==> config.mk <==
export PLATFORM = sky130hd
export DESIGN_NAME = multichannel_sample_averager_unit
export DESIGN_NICKNAME = d
export VERILOG_FILES = /design/src/msa_pkg.sv /design/src/multichannel_sample_averager_unit.sv
export SDC_FILE = /design/constraint.sdc
export NUM_CORES = 1
export LEC_CHECK = 0
export BUFFER_PORTS_ARGS = -buffer_cell sky130_fd_sc_hd__buf_2
export CORE_ASPECT_RATIO = 1.25
export CORE_UTILIZATION = 62
export DETAILED_ROUTE_END_ITERATION = 16
export PLACE_DENSITY = 0.91
export SYNTH_ARGS = -nofsm -noshare
export SYNTH_HDL_FRONTEND = slang
export SYNTH_SLANG_ARGS = --single-unit
==> constraint.sdc <==
create_clock -name clk -period 6.23 [get_ports clk]
set_input_delay 0.9345 -clock clk [delete_from_list [all_inputs] [get_ports clk]]
set_output_delay 0.9345 -clock clk [all_outputs]
set_load 0.05 [all_outputs]
==> src/msa_pkg.sv <==
// Shared constants and item codes for the multichannel sample averager.
package msa_pkg;

	// Default geometry
	localparam int CHANNELS_DEF   = 8;
	localparam int COUNT_BITS_DEF = 8;

	// Converter word handling
	localparam int RAW_BITS     = 16;
	localparam int SAMPLE_SHIFT = 3;
	localparam int SAMPLE_BITS  = RAW_BITS - SAMPLE_SHIFT;

	// Port field widths
	localparam int KIND_BITS    = 2;
	localparam int CHAN_BITS    = 3;
	localparam int S_DATA_BITS  = 24;
	localparam int M_DATA_BITS  = 16;

	// Item kinds
	localparam logic [KIND_BITS-1:0] KIND_SAMPLE = 2'd0;
	localparam logic [KIND_BITS-1:0] KIND_READ   = 2'd1;
	localparam logic [KIND_BITS-1:0] KIND_CLEAR  = 2'd2;

endpackage

==> src/multichannel_sample_averager_unit.sv <==
// Top level of the multichannel sample averager: channel memory, divider and stream ports.
//
// Each channel keeps a running sum of converter words (shifted right by 3) and a
// saturating sample count in one synchronous memory. Items are taken one at a time.
// A sample beat runs a memory read, then a modify and write back. A read beat runs
// the memory read and divider setup, one quotient bit per cycle from a restoring
// divider over the 13 + COUNT_BITS sum bits, and the load of the output register. A
// read that finds a result still waiting holds in the last step until m_tready takes
// it. An empty or out-of-range read skips the divider. A clear beat and an unknown
// kind leave the block idle; clear drops every channel at once through per-entry
// valid bits, so no clearing pass runs after reset. The result register lets the
// next beat in while a result waits for m_tready.
module multichannel_sample_averager_unit #(
	parameter int CHANNELS   = msa_pkg::CHANNELS_DEF,
	parameter int COUNT_BITS = msa_pkg::COUNT_BITS_DEF
) (
	input  logic                             clk,
	input  logic                             arst_n,
	input  logic                             s_tvalid,
	output logic                             s_tready,
	input  logic [msa_pkg::S_DATA_BITS-1:0]  s_tdata,  // channel[2:0], raw_word[18:3], zero
	input  logic [msa_pkg::KIND_BITS-1:0]    s_tuser,  // kind[1:0]
	output logic                             m_tvalid,
	input  logic                             m_tready,
	output logic [msa_pkg::M_DATA_BITS-1:0]  m_tdata,  // average[12:0], zero
	output logic                             m_tuser   // was_empty
);

	localparam int SUM_BITS = msa_pkg::SAMPLE_BITS + COUNT_BITS;
	localparam int ENT_BITS = SUM_BITS + COUNT_BITS;
	localparam int AW       = (CHANNELS > 1) ? $clog2(CHANNELS) : 1;
	localparam int SW       = $clog2(SUM_BITS);
	localparam int CB       = msa_pkg::CHAN_BITS;

	// Sequencer states
	localparam logic [2:0] S_IDLE = 3'd0;
	localparam logic [2:0] S_MOD  = 3'd1;
	localparam logic [2:0] S_DIV  = 3'd2;
	localparam logic [2:0] S_OUT  = 3'd3;

	logic [2:0]                          state_q;
	logic [msa_pkg::KIND_BITS-1:0]       kind_q;
	logic [AW-1:0]                       addr_q;
	logic                                range_q;
	logic [msa_pkg::SAMPLE_BITS-1:0]     word_q;

	logic [ENT_BITS-1:0]                 mem [CHANNELS];
	logic [ENT_BITS-1:0]                 ent_s1;
	logic                                vld_s1;
	logic [CHANNELS-1:0]                 vld_q;

	logic [COUNT_BITS-1:0]               rem_q;
	logic [SUM_BITS-1:0]                 quo_q;
	logic [COUNT_BITS-1:0]               dvs_q;
	logic [SW-1:0]                       step_q;
	logic                                empty_q;

	logic                                m_valid_q;
	logic [msa_pkg::SAMPLE_BITS-1:0]     avg_q;
	logic                                was_empty_q;

	logic [msa_pkg::KIND_BITS-1:0]       in_kind;
	logic [CB-1:0]                       in_chan;
	logic [msa_pkg::RAW_BITS-1:0]        in_word;
	logic [AW+CB-1:0]                    chan_ext;
	logic [AW-1:0]                       in_addr;
	logic                                in_range;
	logic                                accept;
	logic                                rd_en;

	logic [SUM_BITS-1:0]                 cur_sum;
	logic [COUNT_BITS-1:0]               cur_cnt;
	logic                                wr_en;
	logic [ENT_BITS-1:0]                 wr_data;

	logic [COUNT_BITS:0]                 rem_sh;
	logic [COUNT_BITS:0]                 rem_diff;
	logic                                rem_ge;
	logic                                out_free;

	// Unpack the input beat
	assign in_kind  = s_tuser;
	assign in_chan  = s_tdata[CB-1:0];
	assign in_word  = s_tdata[CB+msa_pkg::RAW_BITS-1:CB];
	assign chan_ext = {{AW{1'b0}}, in_chan};
	assign in_addr  = chan_ext[AW-1:0];
	assign in_range = (32'(in_chan) < CHANNELS);

	assign s_tready = (state_q == S_IDLE);
	assign accept   = s_tvalid && s_tready;
	assign rd_en    = accept && ((in_kind == msa_pkg::KIND_SAMPLE) ||
		(in_kind == msa_pkg::KIND_READ));

	// Entry seen by the modify step; an entry not valid reads as zero
	assign cur_sum = vld_s1 ? ent_s1[ENT_BITS-1:COUNT_BITS] : '0;
	assign cur_cnt = vld_s1 ? ent_s1[COUNT_BITS-1:0] : '0;

	assign wr_en   = (state_q == S_MOD) && (kind_q == msa_pkg::KIND_SAMPLE) &&
		range_q && (cur_cnt != '1);
	assign wr_data = {cur_sum + SUM_BITS'(word_q), cur_cnt + COUNT_BITS'(1)};

	// One restoring division step
	assign rem_sh   = {rem_q, quo_q[SUM_BITS-1]};
	assign rem_diff = rem_sh - {1'b0, dvs_q};
	assign rem_ge   = (rem_sh >= {1'b0, dvs_q});

	assign out_free = !m_valid_q || m_tready;

	// Channel memory: write back the modified entry, read on accept
	always_ff @(posedge clk) begin
		if (wr_en) begin
			mem[addr_q] <= wr_data;
		end
		if (rd_en) begin
			ent_s1 <= mem[in_addr];
		end
	end

	// Sequencer and valid bits
	always_ff @(posedge clk or negedge arst_n) begin
		if (!arst_n) begin
			state_q <= S_IDLE;
			vld_q   <= '0;
		end else begin
			unique case (state_q)
				S_IDLE: begin
					if (accept) begin
						if (in_kind == msa_pkg::KIND_CLEAR) begin
							vld_q <= '0;
						end else if (rd_en) begin
							state_q <= S_MOD;
						end
					end
				end
				S_MOD: begin
					if (kind_q == msa_pkg::KIND_SAMPLE) begin
						if (wr_en) begin
							vld_q[addr_q] <= 1'b1;
						end
						state_q <= S_IDLE;
					end else begin
						if (range_q) begin
							vld_q[addr_q] <= 1'b0;
						end
						state_q <= (range_q && cur_cnt != '0) ? S_DIV : S_OUT;
					end
				end
				S_DIV: begin
					if (step_q == '0) begin
						state_q <= S_OUT;
					end
				end
				S_OUT: begin
					if (out_free) begin
						state_q <= S_IDLE;
					end
				end
				default: begin
					state_q <= S_IDLE;
				end
			endcase
		end
	end

	// Hold the accepted beat and the valid bit of its entry
	always_ff @(posedge clk) begin
		if (accept) begin
			kind_q  <= in_kind;
			addr_q  <= in_addr;
			range_q <= in_range;
			word_q  <= in_word[msa_pkg::RAW_BITS-1:msa_pkg::SAMPLE_SHIFT];
			vld_s1  <= vld_q[in_addr];
		end
	end

	// Divider: load on a read, then shift in one quotient bit a cycle
	always_ff @(posedge clk) begin
		if (state_q == S_MOD) begin
			rem_q   <= '0;
			quo_q   <= range_q ? cur_sum : '0;
			dvs_q   <= cur_cnt;
			step_q  <= SW'(SUM_BITS - 1);
			empty_q <= !range_q || (cur_cnt == '0);
		end else if (state_q == S_DIV) begin
			rem_q  <= rem_ge ? rem_diff[COUNT_BITS-1:0] : rem_sh[COUNT_BITS-1:0];
			quo_q  <= {quo_q[SUM_BITS-2:0], rem_ge};
			step_q <= step_q - SW'(1);
		end
	end

	// Result register: set on a finished read, drop when taken
	always_ff @(posedge clk or negedge arst_n) begin
		if (!arst_n) begin
			m_valid_q <= 1'b0;
		end else if (state_q == S_OUT && out_free) begin
			m_valid_q <= 1'b1;
		end else if (m_tready) begin
			m_valid_q <= 1'b0;
		end
	end

	always_ff @(posedge clk) begin
		if (state_q == S_OUT && out_free) begin
			avg_q       <= empty_q ? '0 : quo_q[msa_pkg::SAMPLE_BITS-1:0];
			was_empty_q <= empty_q;
		end
	end

	assign m_tvalid = m_valid_q;
	assign m_tdata  = {{(msa_pkg::M_DATA_BITS - msa_pkg::SAMPLE_BITS){1'b0}}, avg_q};
	assign m_tuser  = was_empty_q;

endmodule

==> results.toml, run 1 <==
[clock_network]
clock-root-buffer = "clkbuf_16"
insertion_delay_ns = 0.51
cts_resized = 0
h-tree-depth = 2
cts_tree = "done"
cts_post_setup_buffers_inserted = 0
cts_made_buffers = 34
clockBufferDepth = 3
clock_sinks = 348
clkTransAtPathRegs_ns = 0.06
postCtsHoldBufs = 0

[timing]
hold_viol = 0
setup_ws_ns = 2.54
slew_viol_final = 0
tightest_slew_ns = 1.28
fmax_ghz = 0.271
layout_min_cycle_time_ns = 3.69
clock_skew_ns = 0.0197
slew_headroom_pct = 14.7
tns_ns = 0
final-setup-viol-count = 0
fin_crit_sh_pct = 59.3
rsz0062_at_grt = "no"

[logic_synthesis]
synth-async-reset-ratio_pct = 3.16
post_synth.cell_area_avg_um2 = 16.5
synth-edff-count = 324
synth_warnings = 0
synth-main-ff-cell = "edfxtp_1"
synth.distinct_cells = 66
synthCells = 890
ys_seq_area_share_pct = 69.9
syn_area_um2 = 14700
ys_seq_elements = 348

[global_route]
grt_use_met2_pct = 45.6
use_met3_pct = 4.88
grt_max_degree = 79
antenna_found_initial = 0
grt_pass1_vias = 8521
busiest_layer = "met2"
met1_usage_pct = 31.7
grt_first_pass_wirelength_um = 47600
grtUsageTotal_pct = 26.4
globalRoute.totalOverflow = 0

[worst_setup_path]
cp-start-kind = "flop"
crit_type = "flop to flop"
max_stage_delay_ns = 0.58
r2r_end = "mem[7][27]"
path_max_fanout = 46
cpLargestDelayFamily = "simple AND/OR/NAND/NOR gates"
r2r_cells = 9
crit_slowest_cell = "nor3_1"
cp.required_ns = 6.45
cp_num_buf_inv = 1
r2r_start = "vld_s1"
regToRegSetupSlack_ns = 2.54
cp_cell_sequence = "buf_4 -> and2_1 -> ha_1 -> o211ai_1 -> o211ai_1 -> a211oi_1 -> nor3_1 -> nand3_1 -> mux2i_1"
path_common_cell = "o211ai_1"
crit_path_end_kind = "flop"
arrival_ns = 3.92

[power_and_ir_drop]
ir_worst_vdd_v = 0.000249
power.total_mw = 6.72
power_density_nw_per_um2 = 414
p_leak_nw = 5.56

[cells_and_area]
n_antenna_cell = 0
fin_nets = 998
syn_to_final_growth_pct = 10.5
multi_input_area_um2 = 4130
drive_above_1_share_pct = 21.4
regArea_um2 = 10300
nFillCells = 1372

[floorplan]
core_um2 = 23100
die_h_um = 174
start_util_pct = 63.6
io-pin-count = 49
die_width_um = 140
die_area_um2 = 24300
rows = 62

[worst_hold_path]
holdCritPathClass = "primary input to asynchronous set/reset pin"

[status]
status = "completed"

[placement]
portBuffers = 37
place_ws_ns = 2.76
gp_congestion = 0.858
hpwlAfterDp_um = 16600

[routing]
first_pass_iters = 8
route.vias.total = 8236
antenna_left = 0
drt_iter0_drc = 893
drc = 0
wl_um = 31100
viasPerCell = 6.60
routedWlPerCell_um = 24.9

[job]
maxCapViolations = 0
==> area by class of cell <==
type | count | share of cell area, %
clock buffers | 45 | 5.63
clock inverters | 13 | 0.732
inverters | 50 | 1.16
multi-input cells | 456 | 25.4
flip-flops and latches | 348 | 63.2
well taps | 288 | 2.22
repair buffers | 47 | 1.62
==> metal layers <==
metal	share of wire [%]	up-vias
li1	-	3509
met1	35	4096
met2	52	500
met3	8.6	131
met4	4.5	0
met5	0	-
==> report_power, final <==
group / internal [mW] / switching [mW] / total, mW / leakage, nW
Sequential: 3.09 / 0.138 / 3.22 / 3.23
Clock: 1.12 / 0.826 / 1.94 / 0.507
Combinational: 0.485 / 1.07 / 1.56 / 1.83
==> state kept, by name (all words and copies together), names as in the netlist, 8 cells and up <==
name	count
rem_q	8
vld_q	8
avg_q	13
word_q	13
quo_q	21
mem	232
dvs_q	8
ent_s1	29
==> stage by stage <==
| stage | hold WS [ns] | instance area, um^2 | util (%) | cells |
|---|---|---|---|---|
| floorplan | 0.454 | 14700 | - | 892 |
| global placement | 0.477 | 15200 | 65.8 | 1189 |
| detailed placement | 0.490 | 15200 | 65.8 | 1189 |
| CTS | 0.288 | 16200 | 70.2 | 1247 |
| global route | 0.296 | 16200 | 70.2 | 1247 |
| finish | 0.290 | 16200 | 70.2 | 1247 |
==> worst reg2reg max path, stage by stage (launching register included) <==
cell and delay (ns):
edfxtp_1 0.33, buf_4 0.43, and2_1 0.29, ha_1 0.33
o211ai_1 0.22, o211ai_1 0.36, a211oi_1 0.18, nor3_1 0.58
nand3_1 0.18, mux2i_1 0.50
==> synth_stat cells, types with 3 or more instances <==
library cell | number | area, um^2
edfxtp_1 | 324 | 9730
clkbuf_1 | 22 | 82.6
nand2b_1 | 12 | 75.1
nand2_1 | 47 | 176
a21oi_1 | 26 | 130
o31ai_1 | 4 | 30.0
buf_2 | 7 | 35.0
mux2_2 | 30 | 338
o22ai_1 | 5 | 31.3
and2_1 | 23 | 144
nor3_1 | 14 | 70.1
nor2b_1 | 5 | 31.3
a211oi_1 | 7 | 52.6
xor2_1 | 6 | 52.6
mux4_2 | 60 | 1350
dfrtp_1 | 11 | 275
buf_1 | 3 | 11.3
o21ai_1 | 5 | 25.0
ha_1 | 29 | 363
o21ai_0 | 35 | 175
o21bai_1 | 3 | 22.5
inv_1 | 49 | 184
nor2_1 | 37 | 139
a21o_1 | 4 | 30.0
a31oi_1 | 3 | 18.8
mux2i_1 | 12 | 120
nand3_1 | 19 | 95.1
xnor2_1 | 16 | 140
buf_4 | 6 | 45.0
o211ai_1 | 3 | 22.5
nor3b_1 | 3 | 22.5
or3_1 | 5 | 31.3
dfxtp_1 | 13 | 260
==> how the worst max path moves through the flow <==
stage               startpoint    endpoint  slack [ns]  cells after the start
finish                  vld_s1  mem[7][27]        2.54                      9
floorplan               vld_s1   mem[0][0]        1.10                     11
global route            vld_s1  mem[6][28]        2.36                     11
CTS                     vld_s1  mem[7][25]        2.63                      9
global placement        vld_s1  mem[0][24]        2.89                     11
detailed placement      vld_s1  mem[2][28]        2.76                     11
==> cell families (layout without fill, tap and decap cells) <==
group | after synthesis | in the layout | synth area share [%]
XOR/XNOR | 22 | 22 | 1.31
multiplexers | 103 | 103 | 12.4
adder cells (fa/ha/maj) | 31 | 31 | 2.74
AND/OR/NAND/NOR | 179 | 179 | 6.11
other | 1 | 3 | 0.0255
AO/OA/AOI/OAI | 118 | 118 | 5.10
flip-flops | 348 | 348 | 69.9
buffers and inverters | 88 | 155 | 2.46
==> cells in the final DEF (no fill, tap or decap), drive strengths merged, types with 29 or more instances in the layout <==
cell    instances
clkbuf         45
edfxtp        324
nor2           37
buf            47
mux2           31
o21ai          41
inv            50
nand2          47
ha             29
mux4           60
No activity file was read; power rests on OpenSTA's default activity.
==> run 2, diff against run 1 <==
--- a/config.mk
+++ b/config.mk
@@ -7,9 +7,9 @@
 export LEC_CHECK = 0
 export BUFFER_PORTS_ARGS = -buffer_cell sky130_fd_sc_hd__buf_2
 export CORE_ASPECT_RATIO = 1.25
-export CORE_UTILIZATION = 62
+export CORE_UTILIZATION = 56
 export DETAILED_ROUTE_END_ITERATION = 16
-export PLACE_DENSITY = 0.91
+export PLACE_DENSITY = 0.87
 export SYNTH_ARGS = -nofsm -noshare
 export SYNTH_HDL_FRONTEND = slang
 export SYNTH_SLANG_ARGS = --single-unit
==> constraint.sdc (replaced) <==
create_clock -name clk -period 3.25 [get_ports clk]
set_input_delay 0.4875 -clock clk [delete_from_list [all_inputs] [get_ports clk]]
set_output_delay 0.4875 -clock clk [all_outputs]
set_load 0.05 [all_outputs]
==> run 2 against run 1 <==
Critical endpoint is now mem[1][22]. Maximum frequency up 14%. Combinational power is 98% higher. Sequential power increased by 92%. Highest routed layer unchanged.
==> results.toml, run 2 (synthesized netlist as in run 1, its figures left out) <==
[status]
status = "completed"

[routing]
antenna_left = 0
drt_iter0_drc = 640
viasPerCell = 6.29
first_pass_iters = 8
routedWlPerCell_um = 23.6
route.vias.total = 8259
drc = 0
wl_um = 31100

[power_and_ir_drop]
ir_worst_vdd_v = 0.000398
seqPwrFrac_pct = 46.8
pwr-share-clk_pct = 29.7
p_int_mw = 9.23
p_sw_mw = 3.96
p_leak_nw = 5.72
power_density_nw_per_um2 = 791
p_comb_share_pct = 23.4
p_sw_share_pct = 30.1

[placement]
hpwlAfterDp_um = 16900
place_ws_ns = 0.0401
gp_congestion = 0.835
portBuffers = 37
dp.cells = 1251

[floorplan]
io-pin-count = 49
die_area_um2 = 26900
rows = 65
start_util_pct = 57.5
core_um2 = 25500
die_width_um = 147
die_h_um = 183

[cells_and_area]
regMostFlops = "mem"
n_antenna_cell = 0
nFillCells = 1605
largest_register_ffs = 232
mostFrequentLayoutCell = "edfxtp_1"
fin_nets = 1014
fin_cells = 1313
final_cell_mix = "324 x edfxtp_1, 60 x mux4_2, 49 x inv_1"
drive_above_1_share_pct = 23.4
reg_top3 = "mem (232), ent_s1 (29), quo_q (21)"
syn_to_final_growth_pct = 13.5

[timing]
fmax_ghz = 0.308
setup_ws_ns = 0.00246
tightest_slew_ns = 1.23
slew_headroom_pct = 18.0
hold_viol = 0
fin_crit_sh_pct = 99.9
layout_min_cycle_time_ns = 3.25
slew_viol_final = 0
final-setup-viol-count = 0
clock_skew_ns = 0.0236

[global_route]
grt_first_pass_wirelength_um = 47400
grt_max_degree = 51
grt_pass1_vias = 8630
grtUsageTotal_pct = 23.5
globalRoute.totalOverflow = 0
antenna_found_initial = 0

[clock_network]
clock-root-buffer = "clkbuf_16"
cts_post_setup_buffers_inserted = 0
clockBufferDepth = 3
clock_sinks = 348
cts_tree = "done"
h-tree-depth = 2
clkTransAtPathRegs_ns = 0.06
cts_made_buffers = 34
insertion_delay_ns = 0.51

[worst_setup_path]
crit_path_end_kind = "flop"
r2r_end = "mem[1][22]"
cp-start-kind = "flop"
crit_type = "flop to flop"
r2r_start = "vld_s1"
cp_num_buf_inv = 2
path_max_fanout = 10
arrival_ns = 3.55
regToRegSetupSlack_ns = 0.002
cp.depth = 11
crit_slowest_cell = "a2111oi_0"
crit_path_end = "mem[1][22]"
cpLargestDelayFamily = "compound AO/OA/AOI/OAI gates"
cp_cell_sequence = "buf_4 -> nand2_1 -> inv_1 -> ha_1 -> fa_2 -> a211oi_2 -> nor3_2 -> o21ai_2 -> nor2_1 -> a2111oi_0 -> a221o_1"
max_stage_delay_ns = 0.46
cp-startpoint = "vld_s1"
r2r_cells = 11
cp.required_ns = 3.55

[worst_hold_path]
holdCritPathClass = "primary input to flop"

[job]
maxCapViolations = 0
run 2: worst min path at each step:
stage | depth (start not counted) | start | slack [ns] | to
global route | 1 | s_tdata[13] | 0.14 | word_q[7]
floorplan | 0 | arst_n | 0.19 | m_tvalid
detailed placement | 1 | arst_n | 0.37 | state_q[0]
CTS | 1 | s_tdata[7] | 0.13 | word_q[1]
finish | 1 | s_tdata[7] | 0.15 | word_q[1]
global placement | 1 | arst_n | 0.37 | state_q[1]
run 2: metal layers:
layer / wire length [um] / track usage (%) / part of all wire [%]
met4: 1090 / 10.6 / 3.5
met5: 0 / 0 / 0
met3: 2300 / 3.63 / 7.4
met2: 16200 / 41.1 / 52
met1: 11500 / 28.9 / 37
run 2: what timing repair did:
item / in CTS / in global routing
endpoints found under the hold margin: 11 / 0
hold buffers: 1 / 0
gates resized for setup: 4 / 6
cloned: 0 / 0
setup endpoints to repair: 32 / 64
run 2: through the flow:
step | TNS (ns) | instance area (um^2) | total power [mW] | hold slack, ns | utilization [%]
2_1_floorplan | -52.94 | 14700 | 8.32 | 0.192 | -
3_3_place_gp | 0 | 15500 | 9.05 | 0.371 | 60.7
3_5_place_dp | 0 | 15500 | 9.20 | 0.372 | 60.7
4_1_cts | 0 | 16600 | 13.2 | 0.134 | 65.2
5_1_grt | -1.08 | 16700 | 13.7 | 0.138 | 65.3
6_report | 0 | 16700 | 13.2 | 0.150 | 65.3
run 2: power groups by stage:
stage	Combinational [mW]	Sequential [mW]	Clock (mW)
floorplan	2.02	6.30	0
global placement	2.83	6.22	0
detailed placement	2.95	6.25	0
CTS	3.03	6.17	3.96
global route	3.35	6.22	4.13
finish	3.09	6.18	3.92
run 2: layout make-up:
| type | count | area, um^2 | share of cell area, % |
|---|---|---|---|
| clock inverter | 20 | 201 | 1.21 |
| sequential | 348 | 10300 | 61.5 |
| clock buffer | 41 | 908 | 5.45 |
| inverter | 50 | 188 | 1.13 |
| tap | 335 | 419 | 2.51 |
| timing repair buffer | 63 | 510 | 3.06 |
| multi-input combinational | 456 | 4190 | 25.1 |
==> run 3, diff against run 2 <==
--- a/config.mk
+++ b/config.mk
@@ -5,9 +5,12 @@
 export SDC_FILE = /design/constraint.sdc
 export NUM_CORES = 1
 export LEC_CHECK = 0
+export ABC_CLOCK_PERIOD_IN_PS = 3250
 export BUFFER_PORTS_ARGS = -buffer_cell sky130_fd_sc_hd__buf_2
 export CORE_ASPECT_RATIO = 1.25
 export CORE_UTILIZATION = 56
+export CTS_BUF_LIST = sky130_fd_sc_hd__clkbuf_4 sky130_fd_sc_hd__clkbuf_8 sky130_fd_sc_hd__clkbuf_16
+export CTS_CLUSTER_DIAMETER = 150
 export DETAILED_ROUTE_END_ITERATION = 16
 export PLACE_DENSITY = 0.87
 export SYNTH_ARGS = -nofsm -noshare
==> run 3 against run 2 <==
Clock power up 1%. Flip-flop and latch count unchanged. Combinational power about the same. Total power up 0.15%. Clock skew about the same. Count of clock-buffer cells in the layout unchanged. Non-clock buffer count unchanged. Largest cell class unchanged. Global-route usage about the same. Design area up 0.19%. Sequential power about the same.
==> results.toml, run 3 (synthesized netlist as in run 1, its figures left out) <==
[cells_and_area]
largest_register_ffs = 232
syn_to_final_growth_pct = 13.8
reg_top3 = "mem (232), ent_s1 (29), quo_q (21)"
fin_cells = 1313
regArea_um2 = 10300
n_antenna_cell = 0
multi_input_area_um2 = 4200
fin_nets = 1014
final_cell_mix = "324 x edfxtp_1, 60 x mux4_2, 49 x inv_1"
drive_above_1_share_pct = 23.8
regMostFlops = "mem"
nFillCells = 1607
mostFrequentLayoutCell = "edfxtp_1"

[routing]
route.vias.total = 8235
antenna_left = 0
wl_um = 30800
viasPerCell = 6.27
drt_iter0_drc = 610
drc = 0
routedWlPerCell_um = 23.5
first_pass_iters = 5

[floorplan]
core_um2 = 25500
die_width_um = 147
start_util_pct = 57.5
die_h_um = 183
rows = 65
io-pin-count = 49
die_area_um2 = 26900

[global_route]
globalRoute.totalOverflow = 0
grt_first_pass_wirelength_um = 47500
grtUsageTotal_pct = 23.5
antenna_found_initial = 0
grt_pass1_vias = 8631
grt_max_degree = 51

[worst_setup_path]
regToRegSetupSlack_ns = 0.13
crit_type = "flop to flop"
r2r_end = "mem[0][27]"
path_max_fanout = 10
r2r_start = "vld_s1"
r2r_cells = 9
crit_path_end_kind = "flop"
cp-start-kind = "flop"
arrival_ns = 3.35
cp.required_ns = 3.49

[timing]
final-setup-viol-count = 0
fin_crit_sh_pct = 95.9
fmax_ghz = 0.321
slew_headroom_pct = 23.7
hold_viol = 0
clock_skew_ns = 0.0238
slew_viol_final = 0
tightest_slew_ns = 1.14
layout_min_cycle_time_ns = 3.12

[worst_hold_path]
holdPathStages = 1
holdPathEnd = "word_q[1]"
holdCritPathClass = "primary input to flop"
worstHoldStart = "s_tdata[7]"

[placement]
dp.cells = 1251
gp_congestion = 0.835
portBuffers = 37
hpwlAfterDp_um = 16900

[clock_network]
h-tree-depth = 2
clkTransAtPathRegs_ns = 0.06
cts_made_buffers = 34
cts_tree = "done"
cts_post_setup_buffers_inserted = 0
clock_sinks = 348
clock-root-buffer = "clkbuf_16"
clockBufferDepth = 3
insertion_delay_ns = 0.51

[job]
maxCapViolations = 0

[power_and_ir_drop]
power.total_mw = 13.2
ir_worst_vdd_v = 0.000399
power_density_nw_per_um2 = 790
p_leak_nw = 5.74

[status]
status = "completed"
==> run 3: cell counts in the layout (fill, tap and decap cells not counted) <==
Identical to the previous run, type by type.
==> run 3: cell type report <==
type	count	area share, %
timing repair buffer	63	3.05
tap	335	2.51
inverter	50	1.12
multi-input combinational	456	25.1
clock buffer	41	5.55
clock inverter	20	1.21
sequential	348	61.4
==> run 3: worst max-delay path by stage <==
stage | start | end | slack (ns) | cells after the start
2_1_floorplan | vld_s1 | mem[2][0] | -0.29 | 11
3_3_place_gp | vld_s1 | mem[0][25] | 0.18 | 9
3_5_place_dp | vld_s1 | mem[2][25] | 0.04 | 9
4_1_cts | vld_s1 | mem[0][25] | 0.08 | 9
5_1_grt | vld_s1 | mem[3][25] | -0.02 | 9
6_report | vld_s1 | mem[0][27] | 0.13 | 9
==> run 3: what timing repair did <==
action / CTS / global route
setup endpoints to repair: 32 / 56
hold buffers: 1 / 0
endpoints found under the hold margin: 11 / 0
resized for setup: 4 / 7
==> run 3: where the power goes <==
| part | internal (mW) | switching (mW) | total [mW] |
|---|---|---|---|
| sequential | 5.91 | 0.270 | 6.18 |
| clock | 2.36 | 1.60 | 3.96 |
| combinational | 1.01 | 2.07 | 3.07 |
==> run 3: routing by layer <==
layer	GRT usage, %	vias up	wire [um]
met2	41.0	425	16000
met4	10.7	0	1050
li1	-	3560	-
met5	0	-	0
met1	28.9	4160	11500
met3	3.66	90	2330
==> run 3: critical path, cell delays in order, from the launching register on <==
cell      delay [ns]
edfxtp_1        0.43
buf_4           0.20
and2_1          0.16
ha_1            0.36
o211ai_1        0.14
o211ai_1        0.33
a211oi_2        0.15
nor3_1          0.54
nand3_1         0.25
mux2i_4         0.28
==> run 3: through the flow <==
stage               instance area, um^2  utilization (%)  worst slack, ns  hold slack (ns)  TNS, ns
finish                            16700             65.4            0.132            0.150        0
global placement                  15500             60.7            0.176            0.371        0
floorplan                         14700                -           -0.289            0.192   -52.94
detailed placement                15500             60.7           0.0401            0.372        0
CTS                               16700             65.3           0.0767            0.134        0
global route                      16700             65.4          -0.0166            0.137   -0.132
